===== src/rtl/gps_capture_host_command_responder_defines.svh =====
// Assertion macros shared by the RTL of the GPS capture and host command responder.
// Each macro expects clk and rst_n in scope.
`ifndef GPS_CAPTURE_HOST_COMMAND_RESPONDER_DEFINES_SVH
`define GPS_CAPTURE_HOST_COMMAND_RESPONDER_DEFINES_SVH

`ifndef SYNTHESIS
`define GCR_ASSERT_IMP(label, ante, cons, msg) \
    label: assert property (@(posedge clk) disable iff (!rst_n) (ante) |-> (cons)) \
        else $error(msg);
`define GCR_ASSERT_NXT(label, ante, cons, msg) \
    label: assert property (@(posedge clk) disable iff (!rst_n) (ante) |=> (cons)) \
        else $error(msg);
`else
`define GCR_ASSERT_IMP(label, ante, cons, msg)
`define GCR_ASSERT_NXT(label, ante, cons, msg)
`endif

`endif


===== src/rtl/gcr_pkg.sv =====
package gcr_pkg;

    // Sentence store geometry
    localparam int WRAP_LIMIT  = 50;
    localparam int STORE_DEPTH = WRAP_LIMIT + 1;
    localparam int STORE_AW    = $clog2(STORE_DEPTH);
    localparam int HDR_LEN     = 6;

    // Stored spans for position replies (end is exclusive)
    localparam int LAT_FIRST = 17;
    localparam int LAT_END   = 27;
    localparam int LON_FIRST = 30;
    localparam int LON_END   = 41;

    localparam logic [7:0] MOVE_TARGET_RST = 8'd60;

    // Item kinds
    localparam logic CMD_GPS  = 1'b0;
    localparam logic CMD_HOST = 1'b1;

    // Result kinds
    localparam logic KIND_REPLY  = 1'b0;
    localparam logic KIND_MOTION = 1'b1;

    localparam logic [2:0] DIR_STOP = 3'd0;

    // Host command codes
    localparam logic [7:0] CODE_FWD   = 8'd1;
    localparam logic [7:0] CODE_BACK  = 8'd2;
    localparam logic [7:0] CODE_LEFT  = 8'd3;
    localparam logic [7:0] CODE_RIGHT = 8'd4;
    localparam logic [7:0] CODE_STOP  = 8'd9;
    localparam logic [7:0] CODE_TEMP  = 8'd10;
    localparam logic [7:0] CODE_HUM   = 8'd11;
    localparam logic [7:0] CODE_LPG   = 8'd12;
    localparam logic [7:0] CODE_SMOKE = 8'd13;
    localparam logic [7:0] CODE_LAT   = 8'd14;
    localparam logic [7:0] CODE_LON   = 8'd15;

    typedef enum logic [2:0] {
        OP_NONE,
        OP_MOVE,
        OP_STOP,
        OP_PAIR,
        OP_LAT,
        OP_LON
    } op_t;

    typedef enum logic [1:0] {
        ST_IDLE,
        ST_FETCH,
        ST_LOAD
    } state_t;

    typedef struct packed {
        logic gps_write;
        logic host_start;
        logic fetch;
        logic load;
    } ctl_cmd_t;

    typedef struct packed {
        op_t  op_in;
        logic span;
        logic slot_free;
        logic run_last;
    } ctl_stat_t;

    // Classify a host command code
    function automatic op_t decode_op(logic [7:0] code);
        op_t op;
        unique case (code) inside
            CODE_FWD, CODE_BACK, CODE_LEFT, CODE_RIGHT: op = OP_MOVE;
            CODE_STOP:                                   op = OP_STOP;
            CODE_TEMP, CODE_HUM, CODE_LPG, CODE_SMOKE:   op = OP_PAIR;
            CODE_LAT:                                    op = OP_LAT;
            CODE_LON:                                    op = OP_LON;
            default:                                     op = OP_NONE;
        endcase
        return op;
    endfunction

    // Expected GGA header character at a given position
    function automatic logic [7:0] hdr_char(logic [2:0] idx);
        logic [7:0] c;
        unique case (idx)
            3'd0:    c = 8'h24;
            3'd1:    c = 8'h47;
            3'd2:    c = 8'h50;
            3'd3:    c = 8'h47;
            3'd4:    c = 8'h47;
            3'd5:    c = 8'h41;
            default: c = 8'h00;
        endcase
        return c;
    endfunction

endpackage


===== src/rtl/gcr_ctrl.sv =====
module gcr_ctrl (
    input  logic              clk,
    input  logic              rst_n,
    input  logic              in_valid,
    input  logic              cmd,
    output logic              in_ready,
    input  gcr_pkg::ctl_stat_t stat,
    output gcr_pkg::ctl_cmd_t  ctl
);
    import gcr_pkg::*;

    state_t state_reg;
    state_t state_next;

    // Hold state
    always_ff @(posedge clk or negedge rst_n)
    begin
        if (!rst_n)
        begin
            state_reg <= ST_IDLE;
        end
        else
        begin
            state_reg <= state_next;
        end
    end

    // Next state
    always_comb
    begin
        state_next = state_reg;
        unique case (state_reg)
            ST_IDLE:
            begin
                if (in_valid && cmd == CMD_HOST)
                begin
                    unique case (stat.op_in)
                        OP_MOVE, OP_STOP, OP_PAIR: state_next = ST_LOAD;
                        OP_LAT, OP_LON:            state_next = ST_FETCH;
                        default:                   state_next = ST_IDLE;
                    endcase
                end
            end
            ST_FETCH:
            begin
                state_next = ST_LOAD;
            end
            ST_LOAD:
            begin
                if (stat.slot_free)
                begin
                    if (stat.run_last)
                    begin
                        state_next = ST_IDLE;
                    end
                    else if (stat.span)
                    begin
                        state_next = ST_FETCH;
                    end
                    else
                    begin
                        state_next = ST_LOAD;
                    end
                end
            end
            default:
            begin
                state_next = ST_IDLE;
            end
        endcase
    end

    // Drive datapath commands
    always_comb
    begin
        in_ready       = (state_reg == ST_IDLE);
        ctl.gps_write  = (state_reg == ST_IDLE) && in_valid && (cmd == CMD_GPS);
        ctl.host_start = (state_reg == ST_IDLE) && in_valid && (cmd == CMD_HOST);
        ctl.fetch      = (state_reg == ST_FETCH);
        ctl.load       = (state_reg == ST_LOAD) && stat.slot_free;
    end

endmodule


===== src/rtl/gcr_datapath.sv =====
`include "gps_capture_host_command_responder_defines.svh"

module gcr_datapath (
    input  logic               clk,
    input  logic               rst_n,
    input  gcr_pkg::ctl_cmd_t  ctl,
    output gcr_pkg::ctl_stat_t stat,
    input  logic [7:0]         byte_in,
    input  logic [7:0]         temperature,
    input  logic [7:0]         humidity,
    input  logic               lpg_seen,
    input  logic               smoke_seen,
    input  logic               cfg_we,
    input  logic [7:0]         cfg_data,
    input  logic               out_ready,
    output logic               out_valid,
    output logic               kind,
    output logic [7:0]         reply_byte,
    output logic               last,
    output logic [2:0]         direction,
    output logic [7:0]         setpoint,
    output logic               restart_control
);
    import gcr_pkg::*;

    logic [7:0]          mem [STORE_DEPTH];
    logic [STORE_DEPTH-1:0] vld_reg;

    logic [7:0]          move_target_reg;
    logic [STORE_AW-1:0] wpos_reg;
    logic [STORE_AW-1:0] wpos_next;
    logic [STORE_AW:0]   pos_inc;
    logic                hdr_bad;

    op_t                 op_reg;
    logic [7:0]          code_reg;
    logic [7:0]          val_reg;
    logic [7:0]          val_next;
    logic [STORE_AW-1:0] addr_reg;
    logic                step_reg;
    logic [7:0]          rd_data_reg;
    logic                rd_ok_reg;

    logic                out_valid_reg;
    logic                out_kind_reg;
    logic [7:0]          out_reply_reg;
    logic                out_last_reg;
    logic [2:0]          out_dir_reg;
    logic [7:0]          out_sp_reg;
    logic                out_rst_reg;

    logic                kind_next;
    logic [7:0]          reply_next;
    logic [2:0]          dir_next;
    logic [7:0]          sp_next;
    logic                rst_next;

    // Decode status for the controller
    always_comb
    begin
        stat.op_in     = decode_op(byte_in);
        stat.span      = (op_reg == OP_LAT) || (op_reg == OP_LON);
        stat.slot_free = !out_valid_reg || out_ready;
        case (op_reg)
            OP_PAIR: stat.run_last = step_reg;
            OP_LAT:  stat.run_last = (addr_reg == STORE_AW'(LAT_END - 1));
            OP_LON:  stat.run_last = (addr_reg == STORE_AW'(LON_END - 1));
            default: stat.run_last = 1'b1;
        endcase
    end

    // Advance write position, drop back to zero on header mismatch or wrap
    always_comb
    begin
        pos_inc   = {1'b0, wpos_reg} + (STORE_AW + 1)'(1);
        hdr_bad   = (wpos_reg < STORE_AW'(HDR_LEN)) && (byte_in != hdr_char(wpos_reg[2:0]));
        if (hdr_bad || pos_inc > (STORE_AW + 1)'(WRAP_LIMIT))
        begin
            wpos_next = '0;
        end
        else
        begin
            wpos_next = pos_inc[STORE_AW-1:0];
        end
    end

    // Pick the sensor value for a paired reply
    always_comb
    begin
        case (byte_in)
            CODE_TEMP: val_next = temperature;
            CODE_HUM:  val_next = humidity;
            CODE_LPG:  val_next = {7'b0, lpg_seen};
            default:   val_next = {7'b0, smoke_seen};
        endcase
    end

    // Sentence store: write on GPS bytes, registered read on fetch
    always_ff @(posedge clk)
    begin
        if (ctl.gps_write)
        begin
            mem[wpos_reg] <= byte_in;
        end
        if (ctl.fetch)
        begin
            rd_data_reg <= mem[addr_reg];
        end
    end

    // Control registers
    always_ff @(posedge clk or negedge rst_n)
    begin
        if (!rst_n)
        begin
            vld_reg         <= '0;
            rd_ok_reg       <= 1'b0;
            wpos_reg        <= '0;
            move_target_reg <= MOVE_TARGET_RST;
            op_reg          <= OP_NONE;
            step_reg        <= 1'b0;
            addr_reg        <= '0;
            out_valid_reg   <= 1'b0;
        end
        else
        begin
            if (cfg_we)
            begin
                move_target_reg <= cfg_data;
            end
            if (ctl.gps_write)
            begin
                vld_reg[wpos_reg] <= 1'b1;
                wpos_reg          <= wpos_next;
            end
            if (ctl.fetch)
            begin
                rd_ok_reg <= vld_reg[addr_reg];
            end
            if (ctl.host_start)
            begin
                op_reg   <= stat.op_in;
                step_reg <= 1'b0;
                addr_reg <= (stat.op_in == OP_LON) ? STORE_AW'(LON_FIRST)
                                                   : STORE_AW'(LAT_FIRST);
            end
            else if (ctl.load)
            begin
                step_reg <= 1'b1;
                addr_reg <= addr_reg + STORE_AW'(1);
            end
            if (ctl.load)
            begin
                out_valid_reg <= 1'b1;
            end
            else if (out_ready)
            begin
                out_valid_reg <= 1'b0;
            end
        end
    end

    // Capture the command operands
    always_ff @(posedge clk)
    begin
        if (ctl.host_start)
        begin
            code_reg <= byte_in;
            val_reg  <= val_next;
        end
    end

    // Build the next result word
    always_comb
    begin
        kind_next  = KIND_REPLY;
        reply_next = 8'd0;
        dir_next   = DIR_STOP;
        sp_next    = 8'd0;
        rst_next   = 1'b0;
        case (op_reg)
            OP_MOVE:
            begin
                kind_next = KIND_MOTION;
                dir_next  = code_reg[2:0];
                sp_next   = move_target_reg;
                rst_next  = 1'b1;
            end
            OP_STOP:
            begin
                kind_next = KIND_MOTION;
                rst_next  = 1'b1;
            end
            OP_PAIR:
            begin
                reply_next = step_reg ? code_reg : val_reg;
            end
            OP_LAT, OP_LON:
            begin
                reply_next = rd_ok_reg ? rd_data_reg : 8'd0;
            end
            default:
            begin
                reply_next = 8'd0;
            end
        endcase
    end

    // Output register
    always_ff @(posedge clk)
    begin
        if (ctl.load)
        begin
            out_kind_reg  <= kind_next;
            out_reply_reg <= reply_next;
            out_last_reg  <= stat.run_last;
            out_dir_reg   <= dir_next;
            out_sp_reg    <= sp_next;
            out_rst_reg   <= rst_next;
        end
    end

    assign out_valid       = out_valid_reg;
    assign kind            = out_kind_reg;
    assign reply_byte      = out_reply_reg;
    assign last            = out_last_reg;
    assign direction       = out_dir_reg;
    assign setpoint        = out_sp_reg;
    assign restart_control = out_rst_reg;

    `GCR_ASSERT_IMP(a_wpos_range, 1'b1, (int'(wpos_reg) <= WRAP_LIMIT), "write position past wrap")
    `GCR_ASSERT_NXT(a_hdr_reset, (ctl.gps_write && hdr_bad), (wpos_reg == '0), "header miss kept position")
    `GCR_ASSERT_NXT(a_last_mark, (ctl.load && stat.run_last), (out_last_reg && out_valid_reg), "final word not marked")
    `GCR_ASSERT_IMP(a_load_free, ctl.load, (!out_valid_reg || out_ready), "load over a pending word")

endmodule


===== src/rtl/gps_capture_host_command_responder.sv =====
// Channel   Handshake            Payload
// in        in_valid/in_ready    cmd, byte_in, temperature, humidity, lpg_seen, smoke_seen
// out       out_valid/out_ready  kind, reply_byte, last, direction, setpoint, restart_control
// cfg       cfg_we               cfg_data (move_target)
//
// A GPS byte is accepted in the idle state and the next item can follow at once.
// Motion and sensor commands go straight to the load state; latitude and longitude replies
// read each stored byte through the registered store read (fetch state), then load it.
// Reset clears the store (per-entry valid bits), the write position and move_target to 60.
// A stalled out channel holds the result word and pauses the controller; in stays low until done.
module gps_capture_host_command_responder (
    input  logic       clk,
    input  logic       rst_n,
    input  logic       in_valid,
    output logic       in_ready,
    input  logic       cmd,
    input  logic [7:0] byte_in,
    input  logic [7:0] temperature,
    input  logic [7:0] humidity,
    input  logic       lpg_seen,
    input  logic       smoke_seen,
    output logic       out_valid,
    input  logic       out_ready,
    output logic       kind,
    output logic [7:0] reply_byte,
    output logic       last,
    output logic [2:0] direction,
    output logic [7:0] setpoint,
    output logic       restart_control,
    input  logic       cfg_we,
    input  logic [7:0] cfg_data
);
    import gcr_pkg::*;

    ctl_cmd_t  ctl;
    ctl_stat_t stat;

    gcr_ctrl u_ctrl (
        .clk      (clk),
        .rst_n    (rst_n),
        .in_valid (in_valid),
        .cmd      (cmd),
        .in_ready (in_ready),
        .stat     (stat),
        .ctl      (ctl)
    );

    gcr_datapath u_datapath (
        .clk             (clk),
        .rst_n           (rst_n),
        .ctl             (ctl),
        .stat            (stat),
        .byte_in         (byte_in),
        .temperature     (temperature),
        .humidity        (humidity),
        .lpg_seen        (lpg_seen),
        .smoke_seen      (smoke_seen),
        .cfg_we          (cfg_we),
        .cfg_data        (cfg_data),
        .out_ready       (out_ready),
        .out_valid       (out_valid),
        .kind            (kind),
        .reply_byte      (reply_byte),
        .last            (last),
        .direction       (direction),
        .setpoint        (setpoint),
        .restart_control (restart_control)
    );

endmodule


===== config.mk =====
export PLATFORM = sky130hd
export DESIGN_NAME = gps_capture_host_command_responder
export DESIGN_NICKNAME = d
export VERILOG_FILES = /design/src/rtl/gcr_pkg.sv /design/src/rtl/gcr_ctrl.sv /design/src/rtl/gcr_datapath.sv /design/src/rtl/gps_capture_host_command_responder.sv
export VERILOG_INCLUDE_DIRS = /design/src /design/src/rtl
export SDC_FILE = /design/constraint.sdc
export NUM_CORES = 1
export LEC_CHECK = 0
export ABC_AREA = 1
export ABC_CLOCK_PERIOD_IN_PS = 2700
export BUFFER_PORTS_ARGS = -buffer_cell sky130_fd_sc_hd__buf_2
export CAP_MARGIN = 20
export CORE_MARGIN = 1.5
export CORE_UTILIZATION = 60
export CTS_BUF_LIST = sky130_fd_sc_hd__clkbuf_16
export CTS_CLUSTER_SIZE = 40
export DETAILED_ROUTE_END_ITERATION = 8
export PLACE_DENSITY = 0.78
export SLEW_MARGIN = 10
export SYNTH_ARGS = -nofsm -noshare
export SYNTH_HDL_FRONTEND = slang
export SYNTH_SLANG_ARGS = --single-unit

===== constraint.sdc =====
create_clock -name clk -period 2.7 [get_ports clk]
set_input_delay 0.135 -clock clk [delete_from_list [all_inputs] [get_ports clk]]
set_output_delay 0.135 -clock clk [all_outputs]
set_load 0.05 [all_outputs]

# ---- Word-level counts from Yosys, hierarchy flattened
# Memories as Yosys holds them, arrays and structs flattened. A register that Yosys moved wholly into a read port is not among the register bits.
# Cells that the tools add are included.
dict set report op_classes {
  addsub 2
  order_cmp 5
  n_eq_ne 33
  n_mux 28
  bitwise_logic 2
  reduce_logical 23
}
# op count
set ops {}
lappend ops {{$eq A8 B4 Y1 const B} 7}
lappend ops {{$or A51 B51 Y51} 1}
lappend ops {{$pmux W7 S4} 1}
lappend ops {{$pmux W8 S3} 1}
lappend ops {{$eq A3 B2 Y1 const B} 6}
lappend ops {{$eq A3 B3 Y1 const B} 6}
lappend ops {{$mux W6} 3}
lappend ops {{$eq A8 B2 Y1 const B} 2}
lappend ops {{$mux W8} 2}
lappend ops {{$pmux W8 S2} 1}
lappend ops {{$pmux W3 S5} 1}
lappend ops {{$lt A6 B7 Y1 const B} 2}
lappend ops {{$eq A3 B1 Y1 const B} 3}
lappend ops {{$mux W1} 9}
lappend ops {{$eq A8 B1 Y1 const B} 1}
lappend ops {{$eq A8 B3 Y1 const B} 1}
lappend ops {{$mux W2} 4}
lappend ops {{$ne A8 B7 Y1} 1}
lappend ops {{$reduce_or A4 Y1} 2}
lappend ops {{$add A6 B1 Y7 const B} 1}
lappend ops {{$gt A7 B6 Y1 const B} 1}
lappend ops {{$logic_and A1 B1 Y1} 7}
lappend ops {{$add A6 B1 Y6 const B} 1}
lappend ops {{$bmux W1 S6} 1}
lappend ops {{other kinds (21)} 28}
dict set report totals {
  regBits 116
  ramBits 408
  inputBits 40
  out_inout_bits 24
  word_cells 110
  n_memories 1
}
# memory words width read_ports rd_clocked_by_memory_dff wr line
set mem_list {}
lappend mem_list {u_datapath.mem 51 8 1 1 1 gcr_datapath.sv:26} ;# logic [7:0] mem [STORE_DEPTH];

# ---- Longest topological paths before layout
# Gate-level depths: netlist (run 1).
dict set report logic_depth {
  word_depth 8
  ltp_mapped 13
  mapped_depth_nobuf 11
}

# ---- Modules after synthesis
# From an unflattened synthesis (run 1), not the netlist that was laid out.
dict set report unflattened {
  cells_unflattened 1986
  area_unflattened_um2 22110.0
}
# module n_inst cells_each area_per_inst_um2 seq_area_each_um2
set by_module_without_submodules {}
lappend by_module_without_submodules {gcr_datapath 1 1960 21951.1 15534.9}
lappend by_module_without_submodules {gcr_ctrl 1 26 158.9 50.0}

# ---- Worst setup path after synthesis (run 1)
# OpenSTA, ideal clock, no wires.
dict set report synth_path {
  kind {register -> register}
  from {register u_ctrl.state_reg[1]}
  to {register u_datapath.op_reg[1]}
  setup_ps 130
  arrival_ps 2488
  t_required_ps 2570
  path_slack_ps 82
  path_stages_with_launch 7
  n_path_buf 0
  synth_period_minus_slack_ps 2618
  path_cell_list {dfrtp_1 > nor2_2 > inv_2 > nor3_2 > inv_2 > nor4_1 > a21oi_1}
}
# element line
set synth_rtl {}
lappend synth_rtl {{start, declared} gcr_ctrl.sv:12} ;# state_t state_reg;
lappend synth_rtl {{start signal, assigned} gcr_ctrl.sv:24} ;# state_reg <= state_next;
lappend synth_rtl {{end signal, assigned} gcr_datapath.sv:142} ;# op_reg <= stat.op_in;
lappend synth_rtl {{end, declared} gcr_datapath.sv:35} ;# op_t op_reg;

==> run summary, run 1 <==
Max Cap Viol = 0
Setup crit end kind = flop
biggest area consumer among synthesized cells = edfxtp_1
Area Growth Syn to Fin = 15.4%
worst-path cell chain = inv_6 > buf_4 > buf_4 > o21ai_0 > o22ai_1 > nand2_1 > nand4_1 > nand3_1 > nand2_1
clock skew = 0.00965 ns
CTS buffer count = 50
met3 global-route usage = 0.0648
CP Max Fanout = 54
met1 Usage GRT = 0.425
WP data arrival = 2.85 ns
placed cell count = 2,554
via count = 16,486
HP Class = in2async
# port buffers = 63
Area contributors post-synth = edfxtp_1 (61%), dfrtp_1 (8.5%), nor2_1 (6.9%), o21ai_0 (6.5%), nand2_1 (5.5%)
Routed WL per cell = 22.2 um
clk sinks = 532
Largest register FFs = 408
diode count = 0
Post-Syn Area = 22,100 sq um
RSZ-0062 raised after global routing = no
leakage power = 9.79 nW
final hold viol count = 0
setup TNS = 0 ns
clk buf depth = 3
Rows = 70
crit path time final = 2.42 ns
Bufs and invs on worst path = 3
fraction of layout cells with a size suffix above 1 = 0.124
Critical R2R Capture = u_datapath.rd_data_reg[1]
aggregate global-route resource usage = 0.317
Worst VDD drop = 422 uV
vias in the first global route = 16,010
Nets = 2,229
Max-slew headroom = 0.452
DIE AREA = 38,000 sq um
Placeable Area = 36,400 sq um
CTS tree = built
dpl ws = 0.333 ns
f_max = 413 MHz
RePlAce Congestion = 0.931
status = completed
Layout Cells excl Fill = 2,692
Seq/Total Area, Yosys = 0.704
RR Startpoint = u_datapath.addr_reg[0]
Mapped Cells = 2,022
pwr/cell area = 708 nW/um^2
Synth cell types = 33
Reg clk slew, reported paths = 0.07 ns
crit-path max cell delay = 0.62 ns
die height = 195 um
# DRC = 0
FF+latch count, synth = 532
crit share post-route = 0.897
critical path type = reg2reg
cell family with most CP delay = buffers and inverters
critical path's slowest cell = dfrtp_4
Slew @ Worst Pin = 0.819 ns
reg2reg setup slack = 0.28 ns
post-cts sizing count = 0
GRT Max-Usage Layer = met2
Final ANT Viol Nets = 0
worst path required time = 3.13 ns
H-tree depth = 2
worst skew pair latency = 0.57 ns
Worst Setup Start Kind = flop
Pre-Repair DR Iteration Count = 6
max-slew violations = 0
I/O pin total = 64
met2 usage = 0.501
Synth top area share = 0.615
post-route setup slack = 0.279 ns
grt ovf = 0
CTS root buf = clkbuf_16
pin count of the biggest net entering global routing = 80
Final HPWL DP = 36,600 um
vias per std cell = 6.12
syn_nets = 2,068
DR iter-0 viols = 2,296
Mapped Avg Cell Area = 10.9 sq um
first-pass GRT wire length = 91,300 um
initial antenna violation count = 2
depth of the worst register-to-register path = 9
YS warnings = 0
endpoints failing setup = 0
number of setup buffers added after CTS = 0
die extent in x = 195 um
Initial Util = 0.607
routed wire length = 59,800 um
-- power by group --
part           internal [mW]  switching, mW  total, mW
Sequential              8.99         0.0857       9.07
Combinational          0.660           1.64       2.31
Clock                   3.71           2.98       6.69
Total                   13.4           4.71       18.1
-- worst max path at each step --
stage,start,endpoint,slack [ns],cells after the start
floorplan,u_ctrl.state_reg[1],u_datapath.op_reg[1],0.08,6
global route,u_datapath.addr_reg[0],u_datapath.rd_data_reg[6],0.11,10
global placement,u_ctrl.state_reg[1],u_datapath.mem[47][0],0.32,7
CTS,u_ctrl.state_reg[1],u_datapath.mem[18][6],0.32,6
finish,u_datapath.addr_reg[0],u_datapath.rd_data_reg[1],0.28,9
detailed placement,u_ctrl.state_reg[1],u_datapath.mem[47][7],0.33,7
-- stage by stage --
step | hold WS [ns] | instance area, sq um | util | total power [mW]
floorplan | -0.161 | 22100 | - | 10.5
global placement | 0.126 | 23500 | 0.646 | 11.4
detailed placement | 0.131 | 23500 | 0.646 | 11.4
CTS | 0.0584 | 25500 | 0.701 | 18.0
global route | 0.0897 | 25500 | 0.701 | 18.6
finish | 0.0875 | 25500 | 0.701 | 18.1
-- timing repair --
| item | 4_1_cts | 5_1_grt |
|---|---|---|
| endpoints found under the setup margin | 0 | 0 |
| hold buffers | 45 | 0 |
| endpoints found under the hold margin | 99 | 0 |
-- Yosys cell counts (all sizes together) --
library cell	count
or2	18
nor3	10
o21ai	297
o31ai	5
clkbuf	60
dfrtp	75
a32o	3
inv	111
buf	49
xor2	1
nor2	406
nand2	323
clkinv	5
edfxtp	453
a21oi	30
ha	6
and3	1
nand4	23
a31oi	2
nand3	97
nor4	2
dfstp	4
o22ai	29
o2111ai	1
o211ai	11
-- metal layers --
layer	part of all wire	routed length [um]
met3	0.12	6880
met2	0.47	27800
met1	0.37	22100
met5	0.00022	13
met4	0.050	2970
-- cell usage in the layout (no fill, tap or decap), types with 4 or more instances in the layout --
master and n:
o21ai_1 11, nor3_1 7, clkinv_1 18, or2_2 16, clkinv_2 11, clkbuf_16 51
a21oi_1 30, edfxtp_1 453, o31ai_1 5, nand3_1 97, dfstp_2 4, ha_1 6
buf_2 62, nand2_1 323, buf_4 102, dfrtp_1 73, inv_1 117, nor2_1 402
o211ai_1 11, buf_12 9, nand4_1 23, o21ai_0 286, o22ai_1 29, dlygate4sd3_1 45
nor2_2 4
-- cells by family (layout without fill, tap and decap cells) --
family,count (synthesis),count (layout),share of synthesized area
AOI/OAI and AO/OA,378,378,0.0899
DFF,532,532,0.704
and+or+nand+nor,880,880,0.161
xor gates and xnor gates,1,1,0.000396
buffers and inverters,225,427,0.0405
adders and majority gates,6,6,0.00339
-- area by class of cell --
class | instances | area [sq um]
multi-input combinational | 1265 | 5650
sequential | 532 | 15600
clock inverter | 42 | 272
timing repair buffer | 218 | 1710
tap | 468 | 586
clock buffer | 51 | 1280
fill | 2432 | 10900
inverter | 116 | 440
-- worst reg2reg max path: stages, from the launching register on --
cell	delay, ns
dfrtp_4	0.62
inv_6	0.37
buf_4	0.37
buf_4	0.20
o21ai_0	0.08
o22ai_1	0.14
nand2_1	0.08
nand4_1	0.16
nand3_1	0.15
nand2_1	0.11
(Power assumes the default switching activity.)
==> run 2: changes to the inputs <==
ABC_CLOCK_PERIOD_IN_PS = 2400   (was 2700)
BUFFER_PORTS_ARGS = -buffer_cell sky130_fd_sc_hd__buf_4   (was -buffer_cell sky130_fd_sc_hd__buf_2)
clock period = 2.4 ns   (was 2.7 ns; I/O delays follow)
==> run summary, run 2 (synthesized netlist as in run 1, its figures left out) <==
Initial Util = 0.607
HP Class = in2reg
die extent in x = 195 um
pwr/cell area = 788 nW/um^2
Max-slew headroom = 0.431
pin count of the biggest net entering global routing = 71
DIE AREA = 38,000 sq um
clock skew = 0.0129 ns
WP data arrival = 2.69 ns
dpl ws = 0.269 ns
commonest non-fill, non-tap cells in the layout = edfxtp_1 (453), nor2_1 (402), nand2_1 (323)
Reg clk slew, reported paths = 0.06 ns
grt ovf = 0
H-tree depth = 2
Layout Cells excl Fill = 2,708
setup TNS = 0 ns
CTS tree = built
initial antenna violation count = 1
via count = 16,333
Routed WL per cell = 21.9 um
first-pass GRT wire length = 89,400 um
final core utilization = 0.710
crit share post-route = 0.946
switching power total = 5.26 mW
Critical R2R Capture = u_datapath.mem[14][0]
DP Area = 23,900 sq um
aggregate global-route resource usage = 0.312
placed cell count = 2,571
critical path capture point = u_datapath.val_reg[7]
# port buffers = 63
sw frac = 0.258
diode count = 0
worst skew pair latency = 0.57 ns
depth of the worst register-to-register path = 6
I/O pin total = 64
combinational power share = 0.135
Rows = 70
fraction of layout cells with a size suffix above 1 = 0.129
max-slew violations = 0
Slew @ Worst Pin = 0.852 ns
worst path required time = 2.82 ns
post-route setup slack = 0.129 ns
critical path type = in2reg
DR iter-0 viols = 2,021
Largest register FFs = 408
number of setup buffers added after CTS = 0
CP Max Fanout = 17
Max Cap Viol = 0
RePlAce Congestion = 0.962
Fin Hold WS = 0.0345 ns
endpoints failing setup = 0
Pre-Repair DR Iteration Count = 6
die height = 195 um
clock share of power = 0.366
status = completed
P_int = 15.1 mW
crit path time final = 2.27 ns
f_max = 440 MHz
Critical Path Start = byte_in[5]
Seq pwr share = 0.499
leakage power = 9.96 nW
# DRC = 0
vias per std cell = 6.03
CTS buffer count = 51
RSZ-0062 raised after global routing = no
clk sinks = 532
routed wire length = 59,200 um
Power Total = 20.4 mW
final hold viol count = 0
reg2reg setup slack = 0.17 ns
Final ANT Viol Nets = 0
Worst VDD drop = 460 uV
hold wc startpoint = cmd
Worst Setup Start Kind = input port
Area Growth Syn to Fin = 16.9%
CTS root buf = clkbuf_16
vias in the first global route = 15,701
commonest non-fill, non-tap cell in the layout = edfxtp_1
Nets = 2,248
Setup crit end kind = flop
clk buf depth = 3
fin area = 25,900 sq um
Placeable Area = 36,400 sq um
RR Startpoint = u_datapath.wpos_reg[2]
Final HPWL DP = 36,600 um
==> run 2: cell count changes in the layout (fill, tap and decap cells not counted), moves of 2 or more <==
cell	change
nor3_2	-2
clkinv_2	-3
buf_4	+75
inv_1	+3
nor3_4	+2
buf_12	+4
buf_2	-62
==> run 2: layout make-up <==
| type | instances | area, sq um |
|---|---|---|
| timing repair buffer | 236 | 2050 |
| fill | 2435 | 10600 |
| clock buffer | 51 | 1280 |
| clock inverter | 40 | 256 |
| inverter | 116 | 438 |
| sequential | 532 | 15600 |
| tap | 468 | 586 |
| multi-input combinational | 1265 | 5670 |
==> run 2: how the worst min path moves through the flow <==
stage	end	slack (ns)	depth (start not counted)
3_5_place_dp	u_datapath.vld_reg[26]	0.22	1
5_1_grt	u_ctrl.state_reg[0]	0.07	5
4_1_cts	u_ctrl.state_reg[0]	0.02	5
3_3_place_gp	u_datapath.wpos_reg[0]	0.21	1
2_1_floorplan	u_ctrl.state_reg[0]	-0.18	0
6_report	u_ctrl.state_reg[0]	0.03	5
==> run 2: repair_timing <==
item	in CTS	in global routing
setup endpoints to repair	0	7
hold endpoints to repair	76	0
hold buffers	46	0
resized for setup	0	1
==> run 2: power by group through the flow <==
stage	Combinational, mW	Clock, mW	Sequential (mW)
after floorplan	1.52	0	10.3
after global placement	2.56	0	10.4
after detailed placement	2.61	0	10.4
after CTS	2.70	7.50	10.2
after global routing	2.98	7.86	10.2
final	2.76	7.46	10.2
==> run 2: metal layers <==
layer | vias to the layer above | share of wire | GRT usage
li1 | 7331 | - | -
met1 | 7800 | 0.37 | 0.410
met2 | 1014 | 0.47 | 0.499
met3 | 188 | 0.11 | 0.0648
met4 | 0 | 0.051 | 0.157
met5 | - | 0 | 0
==> run 2: worst max-delay path: stages <==
cell and delay [ns]:
dlygate4sd3_1 0.53, buf_4 0.20, nor2_1 0.13, nand3_1 0.26, nor3_4 0.57, nand3_1 0.17, nand2_1 0.12, dlygate4sd3_1 0.57
